===== src/rtl/core/plo_pkg.sv =====
`timescale 1ns / 1ps
// ----------------------------------------------------------------------------
// plo_pkg
// Shared types and constants for the periodic line overlay pixel block.
// ----------------------------------------------------------------------------
package plo_pkg;

    localparam int COORD_BITS_DEF      = 14;
    localparam int QUANTUM_BITS_DEF    = 16;
    localparam int DECAY_FRAC_BITS_DEF = 16;

    localparam int SIZE_W  = 15;
    localparam int DECAY_W = 17;
    localparam int MODE_W  = 3;
    localparam int CFG_AW  = 3;
    localparam int CFG_DW  = 17;

    localparam logic [MODE_W-1:0]  MODE_RST   = 3'd3;
    localparam logic [SIZE_W-1:0]  WIDTH_RST  = 15'd1024;
    localparam logic [SIZE_W-1:0]  HEIGHT_RST = 15'd1024;
    localparam logic [SIZE_W-1:0]  THICK_RST  = 15'd200;
    localparam logic [SIZE_W-1:0]  PERIOD_RST = 15'd0;
    localparam logic [SIZE_W-1:0]  GAP_RST    = 15'd200;
    localparam logic [DECAY_W-1:0] DECAY_RST  = 17'd0;
    localparam logic [SIZE_W-1:0]  SKIP_RST   = 15'd0;

    typedef enum logic [CFG_AW-1:0] {
        REG_MODE, REG_WIDTH, REG_HEIGHT, REG_THICK,
        REG_PERIOD, REG_GAP, REG_DECAY, REG_SKIP
    } cfg_idx_t;

    typedef enum logic [3:0] {
        ST_IDLE, ST_GX, ST_GY, ST_GG, ST_INIT, ST_SRCH, ST_POW, ST_ALONG, ST_OUT
    } state_t;

    typedef struct packed {
        logic load;
        logic gx;
        logic gy;
        logic gg;
        logic init;
        logic srch_step;
        logic pow_start;
        logic pow_step;
        logic along;
        logic out_load;
    } cmd_t;

    typedef struct packed {
        logic skip_lines;
        logic srch_end;
        logic srch_hit;
        logic pow_done;
        logic out_free;
    } status_t;

endpackage


===== src/rtl/core/plo_ctrl.sv =====
`timescale 1ns / 1ps
// ----------------------------------------------------------------------------
// plo_ctrl
// Sequencer: gap test, line search, decay power, length check and output hand-off.
// ----------------------------------------------------------------------------
module plo_ctrl
    import plo_pkg::*;
(
    input  logic    aclk,
    input  logic    aresetn,
    input  logic    s_valid,
    output logic    s_ready,
    input  status_t status,
    output cmd_t    cmd
);

    state_t st_reg, st_next;

    always_ff @(posedge aclk) begin
        if (!aresetn) begin
            st_reg <= ST_IDLE;
        end else begin
            st_reg <= st_next;
        end
    end

    always_comb begin
        st_next = st_reg;
        cmd     = '0;
        s_ready = 1'b0;
        unique case (st_reg)
            ST_IDLE: begin
                s_ready = 1'b1;
                if (s_valid) begin
                    cmd.load = 1'b1;
                    st_next  = ST_GX;
                end
            end
            ST_GX: begin
                cmd.gx  = 1'b1;
                st_next = ST_GY;
            end
            ST_GY: begin
                cmd.gy  = 1'b1;
                st_next = ST_GG;
            end
            ST_GG: begin
                cmd.gg  = 1'b1;
                st_next = ST_INIT;
            end
            ST_INIT: begin
                cmd.init = 1'b1;
                st_next  = status.skip_lines ? ST_OUT : ST_SRCH;
            end
            ST_SRCH: begin
                priority if (status.srch_end) begin
                    st_next = ST_OUT;
                end else if (status.srch_hit) begin
                    cmd.pow_start = 1'b1;
                    st_next       = ST_POW;
                end else begin
                    cmd.srch_step = 1'b1;
                end
            end
            ST_POW: begin
                if (status.pow_done) begin
                    st_next = ST_ALONG;
                end else begin
                    cmd.pow_step = 1'b1;
                end
            end
            ST_ALONG: begin
                cmd.along = 1'b1;
                st_next   = ST_OUT;
            end
            ST_OUT: begin
                if (status.out_free) begin
                    cmd.out_load = 1'b1;
                    st_next      = ST_IDLE;
                end
            end
            default: st_next = ST_IDLE;
        endcase
    end

    a_accept_starts: assert property (@(posedge aclk) disable iff (!aresetn)
        (st_reg == ST_IDLE && s_valid) |=> st_reg == ST_GX)
        else $error("accepted item did not start the gap test");

    a_pow_to_along: assert property (@(posedge aclk) disable iff (!aresetn)
        (st_reg == ST_POW && status.pow_done) |=> st_reg == ST_ALONG)
        else $error("power loop did not hand over to the length check");

    a_out_release: assert property (@(posedge aclk) disable iff (!aresetn)
        (st_reg == ST_OUT && status.out_free) |=> st_reg == ST_IDLE)
        else $error("free output slot did not release the sequencer");

endmodule


===== src/rtl/core/plo_dpath.sv =====
`timescale 1ns / 1ps
// ----------------------------------------------------------------------------
// plo_dpath
// Datapath: one shared multiplier, line search registers, result register.
// ----------------------------------------------------------------------------
module plo_dpath
    import plo_pkg::*;
#(
    parameter int COORD_BITS      = COORD_BITS_DEF,
    parameter int QUANTUM_BITS    = QUANTUM_BITS_DEF,
    parameter int DECAY_FRAC_BITS = DECAY_FRAC_BITS_DEF
)
(
    input  logic                    aclk,
    input  logic                    aresetn,
    input  logic [MODE_W-1:0]       mode,
    input  logic [SIZE_W-1:0]       image_width,
    input  logic [SIZE_W-1:0]       image_height,
    input  logic [SIZE_W-1:0]       line_thickness,
    input  logic [SIZE_W-1:0]       line_period,
    input  logic [SIZE_W-1:0]       gap_radius,
    input  logic [DECAY_W-1:0]      decay_factor,
    input  logic [SIZE_W-1:0]       skip_count,
    input  logic [COORD_BITS-1:0]   s_pix_x,
    input  logic [COORD_BITS-1:0]   s_pix_y,
    input  logic [QUANTUM_BITS-1:0] s_src_red,
    input  logic [QUANTUM_BITS-1:0] s_src_green,
    input  logic [QUANTUM_BITS-1:0] s_src_blue,
    input  cmd_t                    cmd,
    output status_t                 status,
    input  logic                    m_ready,
    output logic                    m_valid,
    output logic [QUANTUM_BITS-1:0] m_out_red,
    output logic [QUANTUM_BITS-1:0] m_out_green,
    output logic [QUANTUM_BITS-1:0] m_out_blue
);

    localparam int FW  = DECAY_FRAC_BITS;
    localparam int PW  = FW + 1;
    localparam int MW  = (PW > DECAY_W) ? PW : DECAY_W;
    localparam int TW  = 2 * MW + 2;
    localparam int DXW = ((COORD_BITS > SIZE_W) ? COORD_BITS : SIZE_W) + 1;
    localparam logic [PW-1:0] ONE = PW'(1) << FW;

    function automatic logic band_hit(input logic [SIZE_W-1:0] c,
                                      input logic [SIZE_W-1:0] d,
                                      input logic [SIZE_W-1:0] s,
                                      input logic [COORD_BITS-1:0] a);
        logic [SIZE_W+1:0] twoc, lo, hi, sum;
        twoc = {1'b0, c, 1'b0};
        sum  = twoc + (SIZE_W+2)'(d);
        hi   = sum >> 1;
        if (hi > (SIZE_W+2)'(s)) hi = (SIZE_W+2)'(s);
        if (twoc >= (SIZE_W+2)'(d)) lo = (twoc - (SIZE_W+2)'(d)) >> 1;
        else lo = '0;
        return ((SIZE_W+2)'(a) >= lo) && ((SIZE_W+2)'(a) < hi);
    endfunction

    logic                    horiz;
    logic [SIZE_W-1:0]       span, len, half;
    logic [MW-1:0]           dec;
    logic [QUANTUM_BITS-1:0] color;

    logic [COORD_BITS-1:0]   a_reg, b_reg;
    logic [QUANTUM_BITS-1:0] r_reg, g_reg, bl_reg;
    logic [DXW-2:0]          adx_reg, ady_reg;
    logic [2*MW-1:0]         sq_reg;
    logic [2*MW:0]           sum_reg;
    logic                    gapok_reg;
    logic signed [TW-1:0]    tp_reg, cp_reg, cm_reg;
    logic [SIZE_W-1:0]       i_reg, k_reg;
    logic [PW-1:0]           pw_reg;
    logic                    line_reg;
    logic                    m_valid_reg;
    logic [QUANTUM_BITS-1:0] m_red_reg, m_green_reg, m_blue_reg;

    logic signed [DXW-1:0]   dx, dy;
    logic [MW-1:0]           mul_a, mul_b;
    logic [2*MW-1:0]         prod;
    logic [PW-1:0]           u;
    logic [2*MW:0]           mhi_sum;
    logic [SIZE_W+1:0]       mlo, mhi;
    logic                    along_ok;

    assign horiz = mode[2];
    assign span  = horiz ? image_height : image_width;
    assign len   = horiz ? image_width : image_height;
    assign half  = span >> 1;
    assign dec   = (MW'(decay_factor) > MW'(ONE)) ? MW'(ONE) : MW'(decay_factor);
    assign color = mode[0] ? '1 : '0;

    assign dx = $signed(DXW'(s_pix_x)) - $signed(DXW'(image_width >> 1));
    assign dy = $signed(DXW'(s_pix_y)) - $signed(DXW'(image_height >> 1));

    always_comb begin
        mul_a = '0;
        mul_b = '0;
        priority if (cmd.gx) begin
            mul_a = MW'(adx_reg);
            mul_b = MW'(adx_reg);
        end else if (cmd.gy) begin
            mul_a = MW'(ady_reg);
            mul_b = MW'(ady_reg);
        end else if (cmd.gg) begin
            mul_a = MW'(gap_radius);
            mul_b = MW'(gap_radius);
        end else if (cmd.init) begin
            mul_a = MW'(line_period);
            mul_b = MW'(skip_count);
        end else if (cmd.pow_step) begin
            mul_a = MW'(pw_reg);
            mul_b = dec;
        end else if (cmd.along) begin
            mul_a = MW'(u);
            mul_b = MW'(len);
        end else begin
            mul_a = '0;
        end
    end

    assign prod = mul_a * mul_b;

    assign u       = ONE - pw_reg;
    assign mhi_sum = (2*MW+1)'(prod)
                   + (((2*MW+1)'(1) << PW) - (2*MW+1)'(1));
    assign mlo     = (SIZE_W+2)'(prod >> PW);
    assign mhi     = (SIZE_W+2)'(mhi_sum >> PW);
    assign along_ok = ((SIZE_W+2)'(b_reg) >= mlo)
                   && (((SIZE_W+2)'(b_reg) + mhi) < (SIZE_W+2)'(len));

    assign status.skip_lines = !gapok_reg || (line_period == '0);
    assign status.srch_end   = tp_reg >= $signed(TW'(span));
    assign status.srch_hit   = band_hit(cp_reg[SIZE_W-1:0], line_thickness, span, a_reg)
                            || ((i_reg != '0)
                                && band_hit(cm_reg[SIZE_W-1:0], line_thickness, span,
                                            a_reg));
    assign status.pow_done   = (k_reg == i_reg) || (pw_reg == '0)
                            || ((pw_reg == ONE) && (dec == MW'(ONE)));
    assign status.out_free   = !m_valid_reg || m_ready;

    always_ff @(posedge aclk) begin
        if (cmd.load) begin
            a_reg     <= horiz ? s_pix_y : s_pix_x;
            b_reg     <= horiz ? s_pix_x : s_pix_y;
            r_reg     <= s_src_red;
            g_reg     <= s_src_green;
            bl_reg    <= s_src_blue;
            adx_reg   <= (DXW-1)'(dx[DXW-1] ? -dx : dx);
            ady_reg   <= (DXW-1)'(dy[DXW-1] ? -dy : dy);
            line_reg  <= 1'b0;
        end
        if (cmd.gx) begin
            sq_reg <= prod;
        end
        if (cmd.gy) begin
            sum_reg <= (2*MW+1)'(sq_reg) + (2*MW+1)'(prod);
        end
        if (cmd.gg) begin
            gapok_reg <= sum_reg > (2*MW+1)'(prod);
        end
        if (cmd.init) begin
            tp_reg <= $signed(TW'(prod) << 1);
            cp_reg <= $signed(TW'(half)) + $signed(TW'(prod));
            cm_reg <= $signed(TW'(half)) - $signed(TW'(prod));
            i_reg  <= skip_count;
        end
        if (cmd.srch_step) begin
            tp_reg <= tp_reg + $signed(TW'({line_period, 1'b0}));
            cp_reg <= cp_reg + $signed(TW'(line_period));
            cm_reg <= cm_reg - $signed(TW'(line_period));
            i_reg  <= i_reg + SIZE_W'(1);
        end
        if (cmd.pow_start) begin
            pw_reg <= ONE;
            k_reg  <= '0;
        end
        if (cmd.pow_step) begin
            pw_reg <= PW'(prod >> FW);
            k_reg  <= k_reg + SIZE_W'(1);
        end
        if (cmd.along) begin
            line_reg <= along_ok;
        end
        if (cmd.out_load) begin
            if (line_reg) begin
                m_red_reg   <= color;
                m_green_reg <= color;
                m_blue_reg  <= color;
            end else if (mode[1]) begin
                m_red_reg   <= r_reg;
                m_green_reg <= g_reg;
                m_blue_reg  <= bl_reg;
            end else begin
                m_red_reg   <= ~color;
                m_green_reg <= ~color;
                m_blue_reg  <= ~color;
            end
        end
    end

    always_ff @(posedge aclk) begin
        if (!aresetn) begin
            m_valid_reg <= 1'b0;
        end else if (cmd.out_load) begin
            m_valid_reg <= 1'b1;
        end else if (m_ready) begin
            m_valid_reg <= 1'b0;
        end
    end

    assign m_valid     = m_valid_reg;
    assign m_out_red   = m_red_reg;
    assign m_out_green = m_green_reg;
    assign m_out_blue  = m_blue_reg;

endmodule


===== src/rtl/core/periodic_line_overlay_pixel.sv =====
`timescale 1ns / 1ps
// ----------------------------------------------------------------------------
// periodic_line_overlay_pixel
// Paints periodic straight lines with a central gap over one pixel per item.
// ----------------------------------------------------------------------------
// One pixel is handled at a time. Each item runs the gap test and a setup step;
// when the pixel lies inside the gap circle or the line period is zero, it goes
// straight to the output. Otherwise candidate line indices are tested from
// skip_count outward, up to and including the covering line, or until the frame
// span is passed. When a covering line is found, the decay multiplications follow
// (at most the index of the covering line; they end early once the power reaches
// zero or stays at one), then the length check. The item waits for the output
// register to free. All products share one multiplier. The result sits in an
// output register, so the next item is taken while it waits.
module periodic_line_overlay_pixel
    import plo_pkg::*;
#(
    parameter int COORD_BITS      = COORD_BITS_DEF,
    parameter int QUANTUM_BITS    = QUANTUM_BITS_DEF,
    parameter int DECAY_FRAC_BITS = DECAY_FRAC_BITS_DEF
)
(
    input  logic                    aclk,
    input  logic                    aresetn,
    input  logic                    cfg_wen,
    input  logic [CFG_AW-1:0]       cfg_addr,
    input  logic [CFG_DW-1:0]       cfg_wdata,
    input  logic                    s_valid,
    output logic                    s_ready,
    input  logic [COORD_BITS-1:0]   s_pix_x,
    input  logic [COORD_BITS-1:0]   s_pix_y,
    input  logic [QUANTUM_BITS-1:0] s_src_red,
    input  logic [QUANTUM_BITS-1:0] s_src_green,
    input  logic [QUANTUM_BITS-1:0] s_src_blue,
    output logic                    m_valid,
    input  logic                    m_ready,
    output logic [QUANTUM_BITS-1:0] m_out_red,
    output logic [QUANTUM_BITS-1:0] m_out_green,
    output logic [QUANTUM_BITS-1:0] m_out_blue
);

    logic [MODE_W-1:0]  mode_reg;
    logic [SIZE_W-1:0]  width_reg, height_reg, thick_reg, period_reg, gap_reg, skip_reg;
    logic [DECAY_W-1:0] decay_reg;
    cmd_t               cmd;
    status_t            status;

    always_ff @(posedge aclk) begin
        if (!aresetn) begin
            mode_reg   <= MODE_RST;
            width_reg  <= WIDTH_RST;
            height_reg <= HEIGHT_RST;
            thick_reg  <= THICK_RST;
            period_reg <= PERIOD_RST;
            gap_reg    <= GAP_RST;
            decay_reg  <= DECAY_RST;
            skip_reg   <= SKIP_RST;
        end else if (cfg_wen) begin
            unique case (cfg_idx_t'(cfg_addr))
                REG_MODE:   mode_reg   <= cfg_wdata[MODE_W-1:0];
                REG_WIDTH:  width_reg  <= cfg_wdata[SIZE_W-1:0];
                REG_HEIGHT: height_reg <= cfg_wdata[SIZE_W-1:0];
                REG_THICK:  thick_reg  <= cfg_wdata[SIZE_W-1:0];
                REG_PERIOD: period_reg <= cfg_wdata[SIZE_W-1:0];
                REG_GAP:    gap_reg    <= cfg_wdata[SIZE_W-1:0];
                REG_DECAY:  decay_reg  <= cfg_wdata[DECAY_W-1:0];
                REG_SKIP:   skip_reg   <= cfg_wdata[SIZE_W-1:0];
                default:    mode_reg   <= mode_reg;
            endcase
        end
    end

    plo_ctrl u_ctrl (
        .aclk    (aclk),
        .aresetn (aresetn),
        .s_valid (s_valid),
        .s_ready (s_ready),
        .status  (status),
        .cmd     (cmd)
    );

    plo_dpath #(
        .COORD_BITS      (COORD_BITS),
        .QUANTUM_BITS    (QUANTUM_BITS),
        .DECAY_FRAC_BITS (DECAY_FRAC_BITS)
    ) u_dpath (
        .aclk           (aclk),
        .aresetn        (aresetn),
        .mode           (mode_reg),
        .image_width    (width_reg),
        .image_height   (height_reg),
        .line_thickness (thick_reg),
        .line_period    (period_reg),
        .gap_radius     (gap_reg),
        .decay_factor   (decay_reg),
        .skip_count     (skip_reg),
        .s_pix_x        (s_pix_x),
        .s_pix_y        (s_pix_y),
        .s_src_red      (s_src_red),
        .s_src_green    (s_src_green),
        .s_src_blue     (s_src_blue),
        .cmd            (cmd),
        .status         (status),
        .m_ready        (m_ready),
        .m_valid        (m_valid),
        .m_out_red      (m_out_red),
        .m_out_green    (m_out_green),
        .m_out_blue     (m_out_blue)
    );

endmodule

===== config.mk =====
export PLATFORM = sky130hd
export DESIGN_NAME = periodic_line_overlay_pixel
export DESIGN_NICKNAME = d
export VERILOG_FILES = /design/src/rtl/core/plo_pkg.sv /design/src/rtl/core/plo_ctrl.sv /design/src/rtl/core/plo_dpath.sv /design/src/rtl/core/periodic_line_overlay_pixel.sv
export SDC_FILE = /design/constraint.sdc
export NUM_CORES = 2
export LEC_CHECK = 0
export BUFFER_PORTS_ARGS = -buffer_cell sky130_fd_sc_hd__buf_4
export CAP_MARGIN = 20
export CORE_MARGIN = 2
export CORE_UTILIZATION = 42
export DETAILED_ROUTE_END_ITERATION = 8
export GPL_ROUTABILITY_DRIVEN = 0
export GPL_TIMING_DRIVEN = 0
export PLACE_DENSITY = 0.58
export SLEW_MARGIN = 10
export SYNTH_ARGS = -nofsm -noshare
export SYNTH_HDL_FRONTEND = slang
export SYNTH_HIERARCHICAL = 1
export SYNTH_SLANG_ARGS = --single-unit

===== constraint.sdc =====
create_clock -name aclk -period 23.4 [get_ports aclk]
set_input_delay 3.51 -clock aclk [delete_from_list [all_inputs] [get_ports aclk]]
set_output_delay 3.51 -clock aclk [all_outputs]
set_load 0.03 [all_outputs]

; ---- Yosys cells after proc, flatten, opt, wreduce, memory -nomap -nowiden
; Cells that the tools add are included.
[op_classes]
addsub = 19
multipliers = 1
n_lt_le_gt_ge = 13
n_eq_ne = 22
n_mux = 69
bitwise = 1
n_reduce_logical = 30
[op_table]
columns = op, count
row1 = $mux W17, 14
row2 = $mux W36, 6
row3 = $mux W16, 11
row4 = $mux W15, 9
row5 = $add A36 B16 Y36, 1
row6 = $add A36 B17 Y36, 1
row7 = $ge A36 B16 Y1, 1
row8 = $pmux W4 S9, 1
row9 = $sub A36 B16 Y36, 1
row10 = $add A14 B34 Y35, 1
row11 = $add A34 B34 Y35, 1
row12 = $gt A35 B34 Y1, 1
row13 = $sub A14 B34 Y35, 1
row14 = $add A16 B15 Y17, 2
row15 = $add A34 B17 Y34 const B, 1
row16 = $eq A17 B17 Y1 const B, 2
row17 = $mul A17 B17 Y34, 1
row18 = $sub A16 B15 Y17, 2
row19 = $ge A14 B16 Y1, 2
row20 = $ge A16 B15 Y1, 2
row21 = $gt A16 B15 Y1, 2
row22 = $lt A14 B16 Y1, 2
row23 = $add A15 B1 Y15 const B, 2
row24 = $neg A15 Y15, 2
row25 = 32 further kinds, 86
[word_totals]
register_bits = 495
inputBits = 101
output_inout_bits = 50
elab_cells = 185

; ---- Longest topological paths before layout
[depth]
depth_word = 18
ltp_mapped = 60
ltp_nobuf = 56

; ---- Cells and area by module
; The synthesis kept the hierarchy.
[by_module_without_submodules]
columns = mod, instances, cells_each, area_each_um2, seq_area_each_um2
row1 = plo_dpath, 1, 4236, 38565.7, 10139.7
row2 = periodic_line_overlay_pixel, 1, 393, 4184.0, 2202.1
row3 = plo_ctrl, 1, 47, 389.1, 80.1

; ---- Worst setup path before layout
; OpenSTA, ideal clock, no wires.
[synth_timing]
path_type = register to register
startpoint = register u_ctrl.st_reg[0]
endpoint = register u_dpath.line_reg, data pin
setup_ns = 0.150
arrival_ns = 12.927
required_time_ns = 23.250
slack_ns = 10.322
path_stages_with_launch = 51
n_path_buf = 6
synth_period_minus_slack_ns = 13.078
cell_sequence = dfxtp_1 -> buf_4 -> nand2b_1 -> nor3_1 -> buf_2 -> buf_1 -> clkbuf_1 -> a21oi_1 -> o21ai_0 -> and2_1 -> clkbuf_1 -> nand2_1 -> fa_1 -> fa_1 -> inv_1 -> fa_1 -> inv_1 -> fa_1 -> [15 not listed] -> fa_1 -> a21oi_1 -> nor2_1 -> nor2_1 -> o21ai_0 -> nand3_1 -> nand2_1 -> a31oi_1 -> o21ai_0 -> a31oi_1 -> xnor2_1 -> xnor2_1 -> ha_1 -> nor2b_1 -> o21ai_0 -> a21oi_1 -> o2111ai_1 -> nor3b_2
[synth_rtl]
columns = element, line_no
row1 = "start, declared", plo_ctrl.sv:17  ; state_t st_reg, st_next;
row2 = "start signal, assigned", plo_ctrl.sv:23  ; st_reg <= st_next;
row3 = "end signal, assigned", plo_dpath.sv:182  ; line_reg <= along_ok;
row4 = "end, declared", plo_dpath.sv:73  ; logic line_reg;

==> flow_results.xml <==
<?xml version="1.0" encoding="UTF-8"?>
<metrics>
  <group name="outcome">
    <metric name="outcome" unit="">complete, no violations</metric>
  </group>
  <group name="worst_hold_path">
    <metric name="hold_depth" unit="">2</metric>
    <metric name="hold_path_startpoint" unit="">gap_reg[13]</metric>
    <metric name="worst_hold_path_type" unit="">flop to flop</metric>
    <metric name="worst_hold_path.endpoint" unit="">gap_reg[13]</metric>
  </group>
  <group name="worst_setup_path">
    <metric name="crit_slowest_cell" unit="">sky130_fd_sc_hd__xnor2_1</metric>
    <metric name="timing_worst_setup_path_type" unit="">flop to flop</metric>
    <metric name="timing.rr.end" unit="">u_dpath/line_reg</metric>
    <metric name="critical_path_launch_point_type" unit="">flop</metric>
    <metric name="reg2reg_setup_slack" unit="ns">7.53</metric>
    <metric name="worst_r2r_path_depth" unit="">52</metric>
    <metric name="critical_path_peak_fanout" unit="">10</metric>
    <metric name="critPathMaxStageDelay" unit="ns">0.83</metric>
    <metric name="timing.critical_path.buf_inv" unit="">10</metric>
    <metric name="cp_data_required_time" unit="ns">23.87</metric>
    <metric name="worstReg2RegStart" unit="">u_dpath/pw_reg[0]</metric>
    <metric name="critPathArrivalTime" unit="ns">16.34</metric>
    <metric name="crit_family" unit="">adder cells</metric>
    <metric name="crit_path_end_kind" unit="">flop</metric>
  </group>
  <group name="synthesis">
    <metric name="netlist.top_cell.by_area" unit="">sky130_fd_sc_hd__edfxtp_1</metric>
    <metric name="ys_seq_elements" unit="">452</metric>
    <metric name="yosysWarningCount" unit="">6</metric>
    <metric name="synth.lib_cells_used.distinct" unit="">101</metric>
    <metric name="syn-cell-area" unit="mm²">0.0431</metric>
    <metric name="synth_cells" unit="">4676</metric>
    <metric name="synth_fp_nets" unit="">5499</metric>
    <metric name="synthFlopType" unit="">sky130_fd_sc_hd__edfxtp_1</metric>
    <metric name="synth_top_cell_area_share" unit="">0.235</metric>
    <metric name="synthesis.area_per_instance" unit="µm²">9.23</metric>
    <metric name="post_synth_main_area_contributors" unit="">sky130_fd_sc_hd__edfxtp_1 (23%), sky130_fd_sc_hd__ha_1 (14%), sky130_fd_sc_hd__fa_1 (11%)</metric>
    <metric name="synth-edff-count" unit="">337</metric>
    <metric name="synth.yosys.seq_area_share" unit="">0.288</metric>
    <metric name="async_flop_share" unit="">0</metric>
  </group>
  <group name="sta">
    <metric name="timing.final.crit_period" unit="ns">15.87</metric>
    <metric name="setup_tns" unit="ns">0</metric>
    <metric name="final-setup-viol-count" unit="">0</metric>
    <metric name="achievable-frequency" unit="MHz">63.0</metric>
    <metric name="clock-skew-final" unit="ns">0.0241</metric>
    <metric name="worst-slew-pin-transition" unit="ns">1.16</metric>
    <metric name="finalMaxSlewViolations" unit="">0</metric>
    <metric name="timing_hold_violations_final" unit="">0</metric>
    <metric name="max_slew_margin" unit="">0.220</metric>
    <metric name="grt_setup_unrepaired" unit="">false</metric>
    <metric name="post-route-period-util" unit="">0.678</metric>
  </group>
  <group name="clock_tree">
    <metric name="postCtsHoldBufs" unit="">0</metric>
    <metric name="cts_inserted_buffers" unit="">52</metric>
    <metric name="cts_setup_buffers" unit="">0</metric>
    <metric name="clock_tree.htree_level_count" unit="">2</metric>
    <metric name="cells_resized_by_post_cts_repair" unit="">0</metric>
    <metric name="clock_sinks" unit="">452</metric>
    <metric name="worst_setup_hold_path_clk_slew" unit="ns">0.06</metric>
    <metric name="cts_tree" unit="">done</metric>
    <metric name="clkLatencyLatePin" unit="ns">0.63</metric>
    <metric name="clk_path_buf_depth" unit="">3</metric>
    <metric name="root_buffer" unit="">sky130_fd_sc_hd__clkbuf_16</metric>
  </group>
  <group name="placed_design">
    <metric name="port_buffers" unit="">146</metric>
    <metric name="hpwlAfterDp" unit="µm">115000</metric>
  </group>
  <group name="routing">
    <metric name="initialDrtViolationCount" unit="">3321</metric>
    <metric name="final_antenna_net_count" unit="">0</metric>
    <metric name="avgRoutedWirePerCell" unit="µm">22.5</metric>
    <metric name="post_drt_via_cell_ratio" unit="">5.63</metric>
    <metric name="drc" unit="">0</metric>
    <metric name="wl" unit="µm">142000</metric>
    <metric name="detail_route.first_pass.iterations" unit="">6</metric>
    <metric name="routed-via-count" unit="">35600</metric>
  </group>
  <group name="layout">
    <metric name="final.fill_count" unit="">9848</metric>
    <metric name="most_frequent_cells_in_the_layout" unit="">sky130_fd_sc_hd__inv_1 (511), sky130_fd_sc_hd__nand2_1 (507), sky130_fd_sc_hd__ha_1 (485)</metric>
    <metric name="mostFrequentLayoutCell" unit="">sky130_fd_sc_hd__inv_1</metric>
    <metric name="post-route-util" unit="">0.473</metric>
    <metric name="fin_nets" unit="">5732</metric>
    <metric name="areaGrowthSynthToFinish" unit="%">11.6</metric>
    <metric name="drive_gt1_frac" unit="">0.0834</metric>
  </group>
  <group name="grt">
    <metric name="largest_net_degree_at_the_start_of_global_routing" unit="">46</metric>
    <metric name="first_global_vias" unit="">34300</metric>
    <metric name="wire_length_of_the_first_global_routing_pass" unit="µm">213000</metric>
    <metric name="grt_usage" unit="">0.265</metric>
    <metric name="overflow" unit="">0</metric>
    <metric name="grt_antenna_before_repair" unit="">4</metric>
  </group>
  <group name="die">
    <metric name="die-width" unit="µm">324</metric>
    <metric name="die_h" unit="µm">324</metric>
    <metric name="initial_core_util" unit="">0.423</metric>
    <metric name="placement_rows" unit="">117</metric>
    <metric name="io-pin-count" unit="">151</metric>
    <metric name="core_area" unit="mm²">0.102</metric>
    <metric name="design.die.area" unit="mm²">0.105</metric>
  </group>
  <group name="flow_run">
    <metric name="max-cap-violations" unit="">0</metric>
  </group>
</metrics>
## how the worst max path moves through the flow
stage,start,endpoint,slack (ns),cells after the start
2_1_floorplan,u_ctrl/st_reg[0],u_dpath/line_reg,10.32,50
3_3_place_gp,u_ctrl/st_reg[1],u_dpath/gapok_reg,4.91,36
3_5_place_dp,u_dpath/pw_reg[0],u_dpath/gapok_reg,7.77,45
4_1_cts,u_dpath/pw_reg[0],u_dpath/gapok_reg,7.70,45
5_1_grt,u_dpath/pw_reg[0],u_dpath/line_reg,6.80,52
6_report,u_dpath/pw_reg[0],u_dpath/line_reg,7.53,52
## worst min-delay path, delay by kind of cell, from the launching register on
kind	cells	cell delay [ns]
DFF	1	0.31
muxes	1	0.06
and+or+nand+nor	1	0.05
## metal layers
metal / global-route usage / share of wire / vias to the layer above
li1: - / - / 16700
met1: 0.371 / 0.45 / 17200
met2: 0.407 / 0.43 / 1444
met3: 0.0391 / 0.076 / 304
met4: 0.111 / 0.047 / 0
met5: 0 / 0 / -
## per-stage QoR
step / worst slack, ns / hold WS (ns) / instances / instance area (µm²)
floorplan: 10.32 / 0.431 / 4676 / 43100
global placement: 4.91 / 0.445 / 6190 / 45900
detailed placement: 7.77 / 0.453 / 6220 / 46400
CTS: 7.70 / 0.467 / 6317 / 48100
global route: 6.80 / 0.497 / 6320 / 48200
finish: 7.53 / 0.464 / 6322 / 48200
## cells by family after synthesis
logic type | synth area share
muxes | 0.0469
adders and majority gates | 0.251
and+or+nand+nor | 0.156
AOI/OAI and AO/OA | 0.137
DFF | 0.288
buffers and inverters | 0.0628
xor gates and xnor gates | 0.0583
## area by class of cell
cell class                      count  area [µm²]  share of cell area
Buffer                            179         792              0.0164
Sequential cell                   452       12400               0.258
Antenna cell                        2        5.00            0.000104
Multi-Input combinational cell   3534       28100               0.584
Clock buffer                       62        1410              0.0294
Tap cell                         1368        1710              0.0355
Timing Repair Buffer              179        1440              0.0299
Inverter                          511        1920              0.0398
Clock inverter                     35         355             0.00738
## Yosys cell counts (38+ instances only)
cell / instances
sky130_fd_sc_hd__a21o_1: 89
sky130_fd_sc_hd__a21oi_1: 269
sky130_fd_sc_hd__and2_1: 58
sky130_fd_sc_hd__clkbuf_1: 136
sky130_fd_sc_hd__dfxtp_1: 115
sky130_fd_sc_hd__edfxtp_1: 337
sky130_fd_sc_hd__fa_1: 237
sky130_fd_sc_hd__ha_1: 485
sky130_fd_sc_hd__inv_1: 511
sky130_fd_sc_hd__mux2_2: 41
sky130_fd_sc_hd__mux2i_1: 156
sky130_fd_sc_hd__nand2_1: 507
sky130_fd_sc_hd__nand2b_1: 59
sky130_fd_sc_hd__nand3_1: 78
sky130_fd_sc_hd__nand4_1: 45
sky130_fd_sc_hd__nor2_1: 332
sky130_fd_sc_hd__nor2b_1: 77
sky130_fd_sc_hd__nor3_1: 75
sky130_fd_sc_hd__nor4_1: 38
sky130_fd_sc_hd__o21a_1: 85
sky130_fd_sc_hd__o21ai_0: 192
sky130_fd_sc_hd__xnor2_1: 214
sky130_fd_sc_hd__xor2_1: 73
Power is not shown: default switching activity piles up to over one toggle a cycle in this logic, so the estimate is an artifact.
